==> config.mk <==
export PLATFORM = sky130hd
export DESIGN_NAME = l1_smem_partition_chooser
export DESIGN_NICKNAME = d
export VERILOG_FILES = /design/src/rtl/lpc_pkg.sv /design/src/rtl/lpc_div.sv /design/src/rtl/lpc_cfg.sv /design/src/rtl/lpc_seq.sv /design/src/rtl/l1_smem_partition_chooser.sv
export SDC_FILE = /design/constraint.sdc
export NUM_CORES = 1
export LEC_CHECK = 0
export BUFFER_PORTS_ARGS = -buffer_cell sky130_fd_sc_hd__buf_2
export CORE_ASPECT_RATIO = 1.2
export CORE_UTILIZATION = 45
export CTS_BUF_LIST = sky130_fd_sc_hd__clkbuf_16
export CTS_CLUSTER_DIAMETER = 200
export DETAILED_ROUTE_END_ITERATION = 16
export SLEW_MARGIN = 20
export SYNTH_ARGS = -nofsm -noshare
export SYNTH_HDL_FRONTEND = slang
export SYNTH_SLANG_ARGS = --single-unit
export TNS_END_PERCENT = 50
==> constraint.sdc <==
create_clock -name clk -period 8.3 [get_ports clk]
set_input_delay 1.66 -clock clk [delete_from_list [all_inputs] [get_ports clk]]
set_output_delay 1.66 -clock clk [all_outputs]
set_load 0.1 [all_outputs]
==> src/rtl/lpc_pkg.sv <==
// ----------------------------------------------------------------------------
// lpc_pkg - shared types and constants of the L1 partition chooser
// Beat payloads, register map, divider handshake and sequencer states.
// ----------------------------------------------------------------------------
package lpc_pkg;

	// divider widths: dividend covers 64 x (2^24 - 1), divisor covers local bytes
	localparam int DIV_W = 30;
	localparam int DSR_W = 24;
	localparam int CNT_W = $clog2(DIV_W);

	// data cache geometry
	localparam int CACHE_MAX_SETS = 512;
	localparam logic [12:0] MAX_SETS = 13'(CACHE_MAX_SETS);
	localparam int NUM_LEGAL = 5;
	localparam logic [10:0] LEGAL_BANKS [NUM_LEGAL] = '{
		11'd64, 11'd128, 11'd256, 11'd512, 11'd1024
	};

	// configuration port
	localparam int PADDR_W = 5;
	localparam int PDATA_W = 32;

	localparam logic [2:0] REG_BANK_BYTES  = 3'd0;
	localparam logic [2:0] REG_TOTAL_BANKS = 3'd1;
	localparam logic [2:0] REG_MIN_CACHE   = 3'd2;
	localparam logic [2:0] REG_GRANULARITY = 3'd3;
	localparam logic [2:0] REG_SLOTS       = 3'd4;
	localparam logic [2:0] REG_WARPS       = 3'd5;
	localparam logic [2:0] REG_SCALAR_REGS = 3'd6;
	localparam logic [2:0] REG_VECTOR_REGS = 3'd7;

	// result status codes
	localparam logic [1:0] STATUS_OK        = 2'd0;
	localparam logic [1:0] STATUS_BAD_CAP   = 2'd1;
	localparam logic [1:0] STATUS_LOCAL_BIG = 2'd2;
	localparam logic [1:0] STATUS_NO_PART   = 2'd3;

	typedef struct packed {
		logic [12:0] bank_bytes;
		logic [11:0] total_banks;
		logic [11:0] min_data_cache_banks;
		logic [10:0] cache_bank_granularity;
		logic [6:0]  max_workgroup_slots;
		logic [6:0]  total_warps;
		logic [15:0] total_scalar_regs;
		logic [15:0] total_vector_regs;
	} cfg_t;

	typedef struct packed {
		logic [23:0] local_mem_bytes;
		logic [7:0]  warps_per_group;
		logic [7:0]  scalar_regs_per_warp;
		logic [7:0]  vector_regs_per_warp;
		logic [11:0] preset_smem_banks;
	} item_t;

	typedef struct packed {
		logic [23:0] local_mem_banks;
		logic [11:0] smem_banks;
		logic [1:0]  status;
	} result_t;

	typedef struct packed {
		logic             start;
		logic [DIV_W-1:0] dividend;
		logic [DSR_W-1:0] divisor;
	} div_req_t;

	typedef struct packed {
		logic             busy;
		logic             done;
		logic [DIV_W-1:0] quotient;
		logic [DSR_W-1:0] remainder;
	} div_rsp_t;

	typedef enum logic [3:0] {
		S_IDLE,
		S_LDS,
		S_CHECK,
		S_WARP,
		S_SREG,
		S_VREG,
		S_CAP,
		S_FIT,
		S_NEED,
		S_PICK,
		S_DONE
	} seq_state_t;

	typedef enum logic [1:0] {
		PH_PREP,
		PH_ISSUE,
		PH_WAIT
	} div_phase_t;

endpackage

==> src/rtl/lpc_div.sv <==
// ----------------------------------------------------------------------------
// lpc_div - iterative restoring divider
// One quotient bit per cycle; quotient and remainder valid with done.
// ----------------------------------------------------------------------------
module lpc_div import lpc_pkg::*; (
	input  logic     clk,
	input  logic     arst_n,
	input  div_req_t req,
	output div_rsp_t rsp
);

	logic             busy_q;
	logic             done_q;
	logic [CNT_W-1:0] cnt_q;
	logic [DSR_W-1:0] rem_q;
	logic [DSR_W-1:0] dsr_q;
	logic [DIV_W-1:0] quo_q;
	logic [DSR_W:0]   trial;
	logic [DSR_W:0]   diff;
	logic             ge;

	// trial subtract of the next dividend bit
	assign trial = {rem_q, quo_q[DIV_W-1]};
	assign diff  = trial - {1'b0, dsr_q};
	assign ge    = trial >= {1'b0, dsr_q};

	// step counter and done pulse
	always_ff @(posedge clk or negedge arst_n) begin
		if (!arst_n) begin
			busy_q <= 1'b0;
			done_q <= 1'b0;
			cnt_q  <= '0;
		end else begin
			done_q <= 1'b0;
			if (req.start) begin
				busy_q <= 1'b1;
				cnt_q  <= CNT_W'(DIV_W - 1);
			end else if (busy_q) begin
				if (cnt_q == '0) begin
					busy_q <= 1'b0;
					done_q <= 1'b1;
				end else begin
					cnt_q <= cnt_q - 1'b1;
				end
			end
		end
	end

	// shift dividend out, quotient bits in
	always_ff @(posedge clk) begin
		if (req.start) begin
			rem_q <= '0;
			quo_q <= req.dividend;
			dsr_q <= req.divisor;
		end else if (busy_q) begin
			rem_q <= ge ? diff[DSR_W-1:0] : trial[DSR_W-1:0];
			quo_q <= {quo_q[DIV_W-2:0], ge};
		end
	end

	assign rsp.busy      = busy_q;
	assign rsp.done      = done_q;
	assign rsp.quotient  = quo_q;
	assign rsp.remainder = rem_q;

	a_done_after_busy: assert property (@(posedge clk) disable iff (!arst_n)
		done_q |-> $past(busy_q) && !busy_q)
		else $error("divider done without a finished run");

endmodule

==> src/rtl/lpc_cfg.sv <==
// ----------------------------------------------------------------------------
// lpc_cfg - configuration register file
// APB-style write and read of the eight partition registers.
// ----------------------------------------------------------------------------
module lpc_cfg import lpc_pkg::*; (
	input  logic               clk,
	input  logic               arst_n,
	input  logic               psel,
	input  logic               penable,
	input  logic               pwrite,
	input  logic [PADDR_W-1:0] paddr,
	input  logic [PDATA_W-1:0] pwdata,
	output logic [PDATA_W-1:0] prdata,
	output logic               pready,
	output cfg_t               cfg
);

	cfg_t       cfg_q;
	logic       wr_en;
	logic [2:0] idx;

	assign pready = 1'b1;
	assign wr_en  = psel && penable && pwrite && pready;
	assign idx    = paddr[PADDR_W-1:2];

	// write the addressed register, low bits only
	always_ff @(posedge clk or negedge arst_n) begin
		if (!arst_n) begin
			cfg_q.bank_bytes             <= 13'd128;
			cfg_q.total_banks            <= 12'd1088;
			cfg_q.min_data_cache_banks   <= 12'd64;
			cfg_q.cache_bank_granularity <= 11'd2;
			cfg_q.max_workgroup_slots    <= 7'd8;
			cfg_q.total_warps            <= 7'd8;
			cfg_q.total_scalar_regs      <= 16'd2048;
			cfg_q.total_vector_regs      <= 16'd1024;
		end else if (wr_en) begin
			case (idx)
				REG_BANK_BYTES:  cfg_q.bank_bytes             <= pwdata[12:0];
				REG_TOTAL_BANKS: cfg_q.total_banks            <= pwdata[11:0];
				REG_MIN_CACHE:   cfg_q.min_data_cache_banks   <= pwdata[11:0];
				REG_GRANULARITY: cfg_q.cache_bank_granularity <= pwdata[10:0];
				REG_SLOTS:       cfg_q.max_workgroup_slots    <= pwdata[6:0];
				REG_WARPS:       cfg_q.total_warps            <= pwdata[6:0];
				REG_SCALAR_REGS: cfg_q.total_scalar_regs      <= pwdata[15:0];
				REG_VECTOR_REGS: cfg_q.total_vector_regs      <= pwdata[15:0];
				default: ;
			endcase
		end
	end

	// read back the addressed register
	always_comb begin
		case (idx)
			REG_BANK_BYTES:  prdata = PDATA_W'(cfg_q.bank_bytes);
			REG_TOTAL_BANKS: prdata = PDATA_W'(cfg_q.total_banks);
			REG_MIN_CACHE:   prdata = PDATA_W'(cfg_q.min_data_cache_banks);
			REG_GRANULARITY: prdata = PDATA_W'(cfg_q.cache_bank_granularity);
			REG_SLOTS:       prdata = PDATA_W'(cfg_q.max_workgroup_slots);
			REG_WARPS:       prdata = PDATA_W'(cfg_q.total_warps);
			REG_SCALAR_REGS: prdata = PDATA_W'(cfg_q.total_scalar_regs);
			REG_VECTOR_REGS: prdata = PDATA_W'(cfg_q.total_vector_regs);
			default:         prdata = '0;
		endcase
	end

	assign cfg = cfg_q;

endmodule

==> src/rtl/lpc_seq.sv <==
// ----------------------------------------------------------------------------
// lpc_seq - partition sequencer
// Steps one item through the checks, the occupancy caps and the bank split,
// running every division on the shared divider.
// ----------------------------------------------------------------------------
module lpc_seq import lpc_pkg::*; (
	input  logic     clk,
	input  logic     arst_n,
	input  cfg_t     cfg,
	input  logic     item_valid,
	input  item_t    item,
	output logic     busy,
	output div_req_t div_req,
	input  div_rsp_t div_rsp,
	output logic     fin_valid,
	output result_t  fin,
	input  logic     fin_take
);

	seq_state_t state_q, state_d;
	div_phase_t phase_q, phase_d;

	item_t            item_q;
	logic [23:0]      lds_banks_q;
	logic [11:0]      smem_q;
	logic [1:0]       status_q;
	logic [6:0]       res_q;
	logic [11:0]      slack_q;
	logic [11:0]      need_q;
	logic [DIV_W-1:0] prod_q;

	logic [23:0]      mul_a;
	logic [12:0]      mul_b;
	logic [36:0]      prod;
	logic [DIV_W-1:0] dividend;
	logic [DSR_W-1:0] divisor;
	logic [DIV_W-1:0] ceil_q;
	logic             q_lt_res;
	logic             div_state;

	logic                 gran_pow2;
	logic [3:0]           gran_log2;
	logic [NUM_LEGAL-1:0] legal_ok;
	logic [10:0]          cmin;
	logic [10:0]          best;
	logic [11:0]          avail;
	logic                 cap_fail;

	// legal data cache sizes under granularity, set count and minimum
	always_comb begin
		gran_pow2 = (cfg.cache_bank_granularity != '0) &&
			((cfg.cache_bank_granularity & (cfg.cache_bank_granularity - 1'b1)) == '0);
		gran_log2 = '0;
		for (int i = 0; i < 11; i++) begin
			if (cfg.cache_bank_granularity[i]) gran_log2 = 4'(i);
		end
		for (int k = 0; k < NUM_LEGAL; k++) begin
			legal_ok[k] = gran_pow2 &&
				(LEGAL_BANKS[k] >= cfg.cache_bank_granularity) &&
				({2'b0, LEGAL_BANKS[k] >> gran_log2} <= MAX_SETS) &&
				({1'b0, LEGAL_BANKS[k]} >= cfg.min_data_cache_banks);
		end
	end

	// smallest legal size, and largest one that fits what is left
	assign avail = cfg.total_banks - need_q;
	always_comb begin
		cmin = '0;
		for (int k = NUM_LEGAL - 1; k >= 0; k--) begin
			if (legal_ok[k]) cmin = LEGAL_BANKS[k];
		end
		best = '0;
		for (int k = 0; k < NUM_LEGAL; k++) begin
			if (legal_ok[k] && ({1'b0, LEGAL_BANKS[k]} <= avail)) best = LEGAL_BANKS[k];
		end
	end

	assign cap_fail = (res_q == '0) || (legal_ok == '0) || ({1'b0, cmin} > cfg.total_banks);

	// shared multiplier operands
	always_comb begin
		case (state_q)
			S_LDS:   begin mul_a = item_q.local_mem_bytes;             mul_b = 13'd1; end
			S_WARP:  begin mul_a = 24'(cfg.total_warps);               mul_b = 13'd1; end
			S_SREG:  begin
				mul_a = 24'(item_q.warps_per_group);
				mul_b = 13'(item_q.scalar_regs_per_warp);
			end
			S_VREG:  begin
				mul_a = 24'(item_q.warps_per_group);
				mul_b = 13'(item_q.vector_regs_per_warp);
			end
			S_FIT:   begin mul_a = 24'(slack_q);                       mul_b = cfg.bank_bytes; end
			S_NEED:  begin mul_a = item_q.local_mem_bytes;             mul_b = 13'(res_q); end
			default: begin mul_a = '0;                                 mul_b = '0; end
		endcase
	end
	assign prod = mul_a * mul_b;

	// divider operands
	always_comb begin
		case (state_q)
			S_LDS:   begin dividend = prod_q; divisor = DSR_W'(cfg.bank_bytes); end
			S_WARP:  begin dividend = prod_q; divisor = DSR_W'(item_q.warps_per_group); end
			S_SREG:  begin
				dividend = DIV_W'(cfg.total_scalar_regs);
				divisor  = prod_q[DSR_W-1:0];
			end
			S_VREG:  begin
				dividend = DIV_W'(cfg.total_vector_regs);
				divisor  = prod_q[DSR_W-1:0];
			end
			S_FIT:   begin dividend = prod_q; divisor = item_q.local_mem_bytes; end
			S_NEED:  begin dividend = prod_q; divisor = DSR_W'(cfg.bank_bytes); end
			default: begin dividend = '0;     divisor = '0; end
		endcase
	end

	assign ceil_q   = div_rsp.quotient + DIV_W'(div_rsp.remainder != '0);
	assign q_lt_res = div_rsp.quotient < DIV_W'(res_q);
	assign div_state = (state_q == S_LDS) || (state_q == S_WARP) || (state_q == S_SREG) ||
		(state_q == S_VREG) || (state_q == S_FIT) || (state_q == S_NEED);

	// state register
	always_ff @(posedge clk or negedge arst_n) begin
		if (!arst_n) begin
			state_q <= S_IDLE;
			phase_q <= PH_PREP;
		end else begin
			state_q <= state_d;
			phase_q <= phase_d;
		end
	end

	// next state and divider start
	always_comb begin
		state_d          = state_q;
		phase_d          = phase_q;
		div_req.start    = 1'b0;
		div_req.dividend = dividend;
		div_req.divisor  = divisor;
		case (state_q)
			S_IDLE: begin
				phase_d = PH_PREP;
				if (item_valid) state_d = S_LDS;
			end
			S_LDS, S_WARP, S_SREG, S_VREG, S_FIT, S_NEED: begin
				case (phase_q)
					PH_PREP: phase_d = PH_ISSUE;
					PH_ISSUE: begin
						if (divisor == '0) begin
							phase_d = PH_PREP;
							case (state_q)
								S_LDS:   state_d = S_DONE;
								S_WARP:  state_d = S_SREG;
								S_SREG:  state_d = S_VREG;
								S_VREG:  state_d = S_CAP;
								S_FIT:   state_d = S_NEED;
								default: state_d = S_PICK;
							endcase
						end else begin
							div_req.start = 1'b1;
							phase_d       = PH_WAIT;
						end
					end
					PH_WAIT: begin
						if (div_rsp.done) begin
							phase_d = PH_PREP;
							case (state_q)
								S_LDS:   state_d = S_CHECK;
								S_WARP:  state_d = S_SREG;
								S_SREG:  state_d = S_VREG;
								S_VREG:  state_d = S_CAP;
								S_FIT:   state_d = (div_rsp.quotient == '0) ? S_DONE : S_NEED;
								default: state_d = S_PICK;
							endcase
						end
					end
					default: phase_d = PH_PREP;
				endcase
			end
			S_CHECK: begin
				if ((cfg.total_banks <= cfg.min_data_cache_banks) ||
					(lds_banks_q > 24'(cfg.total_banks - cfg.min_data_cache_banks)) ||
					(item_q.preset_smem_banks != '0)) begin
					state_d = S_DONE;
				end else begin
					state_d = S_WARP;
				end
			end
			S_CAP:   state_d = cap_fail ? S_DONE : S_FIT;
			S_PICK:  state_d = S_DONE;
			S_DONE:  if (fin_take) state_d = S_IDLE;
			default: state_d = S_IDLE;
		endcase
	end

	// working registers
	always_ff @(posedge clk) begin
		case (state_q)
			S_IDLE: begin
				if (item_valid) begin
					item_q      <= item;
					lds_banks_q <= '0;
					smem_q      <= '0;
					status_q    <= STATUS_OK;
				end
			end
			S_CHECK: begin
				if (cfg.total_banks <= cfg.min_data_cache_banks) begin
					status_q <= STATUS_BAD_CAP;
				end else if (lds_banks_q > 24'(cfg.total_banks - cfg.min_data_cache_banks)) begin
					status_q <= STATUS_LOCAL_BIG;
				end else if (item_q.preset_smem_banks != '0) begin
					smem_q <= item_q.preset_smem_banks;
				end else begin
					res_q <= cfg.max_workgroup_slots;
				end
			end
			S_CAP: begin
				if (cap_fail) status_q <= STATUS_NO_PART;
				else slack_q <= cfg.total_banks - {1'b0, cmin};
			end
			S_PICK: smem_q <= cfg.total_banks - {1'b0, best};
			default: ;
		endcase

		// latch the product ahead of each division
		if (div_state && (phase_q == PH_PREP)) prod_q <= prod[DIV_W-1:0];

		// zero bank size ends the item at once
		if ((state_q == S_LDS) && (phase_q == PH_ISSUE) && (divisor == '0))
			status_q <= STATUS_BAD_CAP;

		// take division results
		if (div_state && (phase_q == PH_WAIT) && div_rsp.done) begin
			case (state_q)
				S_LDS:  lds_banks_q <= ceil_q[23:0];
				S_WARP, S_SREG, S_VREG: if (q_lt_res) res_q <= div_rsp.quotient[6:0];
				S_FIT: begin
					if (q_lt_res) res_q <= div_rsp.quotient[6:0];
					if (div_rsp.quotient == '0) status_q <= STATUS_NO_PART;
				end
				S_NEED: need_q <= ceil_q[11:0];
				default: ;
			endcase
		end
	end

	assign busy            = (state_q != S_IDLE);
	assign fin_valid       = (state_q == S_DONE);
	assign fin.local_mem_banks = lds_banks_q;
	assign fin.smem_banks      = smem_q;
	assign fin.status          = status_q;

	a_start_idle_div: assert property (@(posedge clk) disable iff (!arst_n)
		div_req.start |-> !div_rsp.busy)
		else $error("divider started while busy");

	a_need_fits: assert property (@(posedge clk) disable iff (!arst_n)
		(state_q == S_PICK) |-> (need_q <= slack_q) && (res_q != '0))
		else $error("shared memory need exceeds the bank slack");

endmodule

==> src/rtl/l1_smem_partition_chooser.sv <==
// ----------------------------------------------------------------------------
// l1_smem_partition_chooser - unified L1 shared memory / data cache split
// Rounds a kernel's local memory to banks and picks the shared memory bank
// count for one launch.
// ----------------------------------------------------------------------------
// Usage:
//   Input beats (item_valid / item_stall / item) carry one kernel's local
//   memory bytes, warps per group, register use and an optional preset
//   split. Each input beat yields exactly one result beat (result_valid /
//   result_stall / result) with the rounded bank count, the shared memory
//   bank count and a status code.
//   Registers are to be written via the APB-style port only while the block
//   idles (not enforced). pready stays high; reads return the register value.
// Flow:
//   Up to six divisions share one restoring divider, each passing through
//   setup, start, the quotient bits and done; a zero divisor skips the
//   division at its start step. A preset or a capacity error ends the item
//   after its first division, and a zero bank size ends it before that runs.
//   item_stall stays high until the sequencer idles again, so no new item is
//   accepted while one is still in progress.
// Reset and stall:
//   Reset restores the register defaults and empties the block. A finished
//   result sits in the output register; the next item is accepted while it
//   waits, and the sequencer holds its own result until that register frees.
// ----------------------------------------------------------------------------
module l1_smem_partition_chooser import lpc_pkg::*; (
	input  logic               clk,
	input  logic               arst_n,
	input  logic               item_valid,
	output logic               item_stall,
	input  item_t              item,
	output logic               result_valid,
	input  logic               result_stall,
	output result_t            result,
	input  logic               psel,
	input  logic               penable,
	input  logic               pwrite,
	input  logic [PADDR_W-1:0] paddr,
	input  logic [PDATA_W-1:0] pwdata,
	output logic [PDATA_W-1:0] prdata,
	output logic               pready
);

	cfg_t     cfg;
	div_req_t div_req;
	div_rsp_t div_rsp;
	logic     seq_busy;
	logic     fin_valid;
	result_t  fin;
	logic     fin_take;
	logic     result_valid_q;
	result_t  result_q;

	lpc_cfg u_cfg (
		.clk     (clk),
		.arst_n  (arst_n),
		.psel    (psel),
		.penable (penable),
		.pwrite  (pwrite),
		.paddr   (paddr),
		.pwdata  (pwdata),
		.prdata  (prdata),
		.pready  (pready),
		.cfg     (cfg)
	);

	lpc_div u_div (
		.clk    (clk),
		.arst_n (arst_n),
		.req    (div_req),
		.rsp    (div_rsp)
	);

	lpc_seq u_seq (
		.clk        (clk),
		.arst_n     (arst_n),
		.cfg        (cfg),
		.item_valid (item_valid),
		.item       (item),
		.busy       (seq_busy),
		.div_req    (div_req),
		.div_rsp    (div_rsp),
		.fin_valid  (fin_valid),
		.fin        (fin),
		.fin_take   (fin_take)
	);

	assign item_stall = seq_busy;

	// output register: load when empty or draining, hold while stalled
	assign fin_take = !result_valid_q || !result_stall;

	always_ff @(posedge clk or negedge arst_n) begin
		if (!arst_n) begin
			result_valid_q <= 1'b0;
		end else if (fin_valid && fin_take) begin
			result_valid_q <= 1'b1;
		end else if (!result_stall) begin
			result_valid_q <= 1'b0;
		end
	end

	always_ff @(posedge clk) begin
		if (fin_valid && fin_take) result_q <= fin;
	end

	assign result_valid = result_valid_q;
	assign result       = result_q;

	a_busy_after_accept: assert property (@(posedge clk) disable iff (!arst_n)
		(item_valid && !item_stall) |=> item_stall)
		else $error("input not held off after an accepted beat");

	a_fin_lands: assert property (@(posedge clk) disable iff (!arst_n)
		(fin_valid && fin_take) |=> result_valid && !fin_valid)
		else $error("finished result not moved to the output register");

endmodule
==> impl_metrics.env <==
export IMPL_power_density_nw_per_um2=305
export IMPL_vias_in_the_first_global_route=22025
export IMPL_cts_root_to_sink_buffers=3
export IMPL_critPathMaxStageDelay_ps=750
export IMPL_die_height_um=276
export IMPL_detailedPlace_worstSlack_ps=481
export IMPL_hold_path_startpoint="u_seq.smem_q[10]"
export IMPL_worst_hold_path_num_cells=0
export IMPL_reg2reg_end="u_seq.prod_q[26]"
export IMPL_fin_setup_tns_ps=0
export IMPL_r2r_start="u_seq.state_q[0]"
export IMPL_wl_per_cell_um=22.5
export IMPL_final_setup_viol_count=0
export IMPL_critical_path_peak_fanout=15
export IMPL_dpl_hpwl_mm=67.1
export IMPL_synth_seq_cells=383
export IMPL_i_o_buffers=141
export IMPL_fmaxAchievable_ghz=0.126
export IMPL_critPathLaunchType="flop"
export IMPL_synth_cells=2755
export IMPL_placed_cell_area_um2=30100
export IMPL_final_area_um2=31500
export IMPL_finish_cell_count_without_fillers=3787
export IMPL_crit_required_ps=8640
export IMPL_timing_slew_headroom=0.242
export IMPL_max_cap_violations=0
export IMPL_timing_critical_path_mode_cell="fa_1"
export IMPL_i_o_pin_count=177
export IMPL_synth_async_sr_flop_share=0.282
export IMPL_whs_endpoint="result[12]"
export IMPL_power_leakage_nw=13.8
export IMPL_crit_slowest_cell="dfrtp_1"
export IMPL_worst_skew_pair_late_latency_ps=600
export IMPL_syn_area_um2=28200
export IMPL_cts_hold_buffers=0
export IMPL_holdWs_ps=419
export IMPL_cts_tree="yes"
export IMPL_ir_drop_v=0.000179
export IMPL_ys_seq_area_frac=0.369
export IMPL_rows=100
export IMPL_die_w_um=231
export IMPL_placed_cell_count=3706
export IMPL_clockRootBuffer="clkbuf_16"
export IMPL_route_detailed_drc=0
export IMPL_cts_reportedPaths_clkPinSlew_ps=70
export IMPL_timing_critical_path_cells="nand2_1 -> nor3_2 -> a22o_1 -> a221o_1 -> nor2b_1 -> fa_1 -> ha_1 -> inv_1 -> fa_1 -> inv_1 -> fa_1 -> fa_1 -> ha_1 -> a21o_1 -> or3_1 -> o221ai_1 -> a31oi_1 -> a2111oi_2 -> o21bai_1 -> a21oi_1 -> xnor2_1"
export IMPL_areaGrowthSynthToFinish_pct=11.7
export IMPL_synth_flop_cell="edfxtp_1"
export IMPL_final_min_clock_period_ps=7960
export IMPL_endpoint_kind="flop"
export IMPL_netlist_cell_type_count=100
export IMPL_via_total_after_detailed_routing=21696
export IMPL_floorplan_core_area_um2=62100
export IMPL_number_of_setup_buffers_added_after_cts=0
export IMPL_rr_worst_depth=21
export IMPL_antenna_violations_before_repair=0
export IMPL_worst_slack_ps=340
export IMPL_cts_buffers_inserted=43
export IMPL_power_total_mw=9.62
export IMPL_drt_iter0_drc=1976
export IMPL_worst_pin_slew_ps=1130
export IMPL_start_util=0.455
export IMPL_ff2ff_setup_slack_ps=340
export IMPL_drt_pass1_iter_count=8
export IMPL_fraction_of_layout_instances_using_a_drive_strength_above_1=0.140
export IMPL_outcome="complete, no violations"
export IMPL_fin_crit_sh=0.959
export IMPL_overall_routed_net_length_mm=85.4
export IMPL_min_path_type="flop to flop"
export IMPL_grt_use_total=0.271
export IMPL_arrival_ps=8300
export IMPL_cts_num_sinks=383
export IMPL_maximum_number_of_pins_on_one_net_before_global_route_repair=76
export IMPL_final_hold_viol_count=0
export IMPL_cts_repair_resize_count=0
export IMPL_finalWeightedCongestion=0.988
export IMPL_grt_pass1_wl_mm=130
export IMPL_setup_worst_path_class="flop to flop"
export IMPL_synth_enable_flop_cells=218
export IMPL_postRouteAntennaNets=0
export IMPL_setup_repair_after_global_routing_missed_its_margin="no"
export IMPL_cts_htree_levels=2
export IMPL_syn_mean_instance_area_um2=10.2
export IMPL_yosys_warnings=0
export IMPL_finalNetCount=3415
export IMPL_layout_core_utilization=0.508
export IMPL_die_area_um2=63700
export IMPL_total_gr_overflow=0
export IMPL_final_max_slew_viol_count=0
export IMPL_final_worst_clock_skew_ps=29.4
export IMPL_routed_via_density=5.73
## final cells by class
class | count | area (µm²)
Timing Repair Buffer | 205 | 1190
Antenna cell | 1 | 2.50
Sequential cell | 383 | 10400
Multi-Input combinational cell | 1988 | 16300
Clock inverter | 37 | 377
Fill cell | 5692 | 30500
Inverter | 314 | 1180
Tap cell | 816 | 1020
Clock buffer | 43 | 1080
## logic make-up (layout without fill, tap and decap cells)
family / count (synthesis) / count (layout) / synth area share
AOI/OAI and AO/OA: 507 / 507 / 0.121
muxes: 122 / 122 / 0.0501
xor gates and xnor gates: 91 / 91 / 0.0282
buffers and inverters: 444 / 599 / 0.0643
other: 2 / 63 / 0.000266
and+or+nand+nor: 827 / 827 / 0.139
adders and majority gates: 379 / 379 / 0.228
DFF: 383 / 383 / 0.369
## cells in the final DEF, fill, tap and decap left out, drive strengths merged, types with 57 or more instances in the layout
cell	instances
a21oi	123
buf	205
conb	62
dfrtp	99
dfxtp	57
edfxtp	218
fa	228
ha	148
inv	332
mux2	81
nand2	308
nand3	111
nor2	172
o21ai	123
xnor2	57
## synth_stat cells (72+ instances only)
master,n,area [µm²]
inv_1,312,1170
o21ai_0,109,546
nor2_1,171,642
nand3_1,110,551
clkbuf_1,72,270
nand2_1,308,1160
a21oi_1,123,616
dfrtp_1,99,2480
fa_1,228,4560
mux2_2,80,901
edfxtp_1,218,6550
ha_1,148,1850
## critical path: cells and delay by family (launching register included)
| kind | cells | cell delay, ps |
|---|---|---|
| DFF | 1 | 750 |
| AOI/OAI and AO/OA | 8 | 2700 |
| and+or+nand+nor | 4 | 1410 |
| adders and majority gates | 6 | 2630 |
| buffers and inverters | 2 | 120 |
| xor gates and xnor gates | 1 | 80 |
## metal layers
metal  up-vias  track usage  part of all wire
li1       9881            -                 -
met1     10823        0.338              0.40
met2       787        0.459              0.49
met3       205       0.0338             0.058
met4         0        0.138             0.056
met5         -            0                 0
## sequential cells by signal, summed over array words and instances (netlist names), 24 cells and up
signal             count
result                38
u_seq.lds_banks_q     24
u_cfg.cfg             94
u_seq.prod_q          30
u_div.quo_q           30
u_div.dsr_q           24
u_div.rem_q           24
u_seq.item_q          60
## where the power goes
part           switching (mW)  total [mW]  internal [mW]
logic                    2.88        4.38           1.50
registers               0.567        3.26           2.69
clock network           0.856        1.98           1.12
total                    4.30        9.62           5.32
## how the worst max path moves through the flow
stage | startpoint | end | slack, ps | cells after the start
2_1_floorplan | u_seq.state_q[1] | u_seq.prod_q[28] | 1140 | 26
3_3_place_gp | u_seq.state_q[0] | u_seq.prod_q[28] | 570 | 21
3_5_place_dp | u_seq.state_q[0] | u_seq.prod_q[26] | 480 | 21
4_1_cts | u_seq.state_q[0] | u_seq.prod_q[26] | 430 | 21
5_1_grt | u_seq.state_q[0] | u_seq.prod_q[28] | 20 | 20
6_report | u_seq.state_q[0] | u_seq.prod_q[26] | 340 | 21
Note: power is estimated with default switching activity, not from simulation.
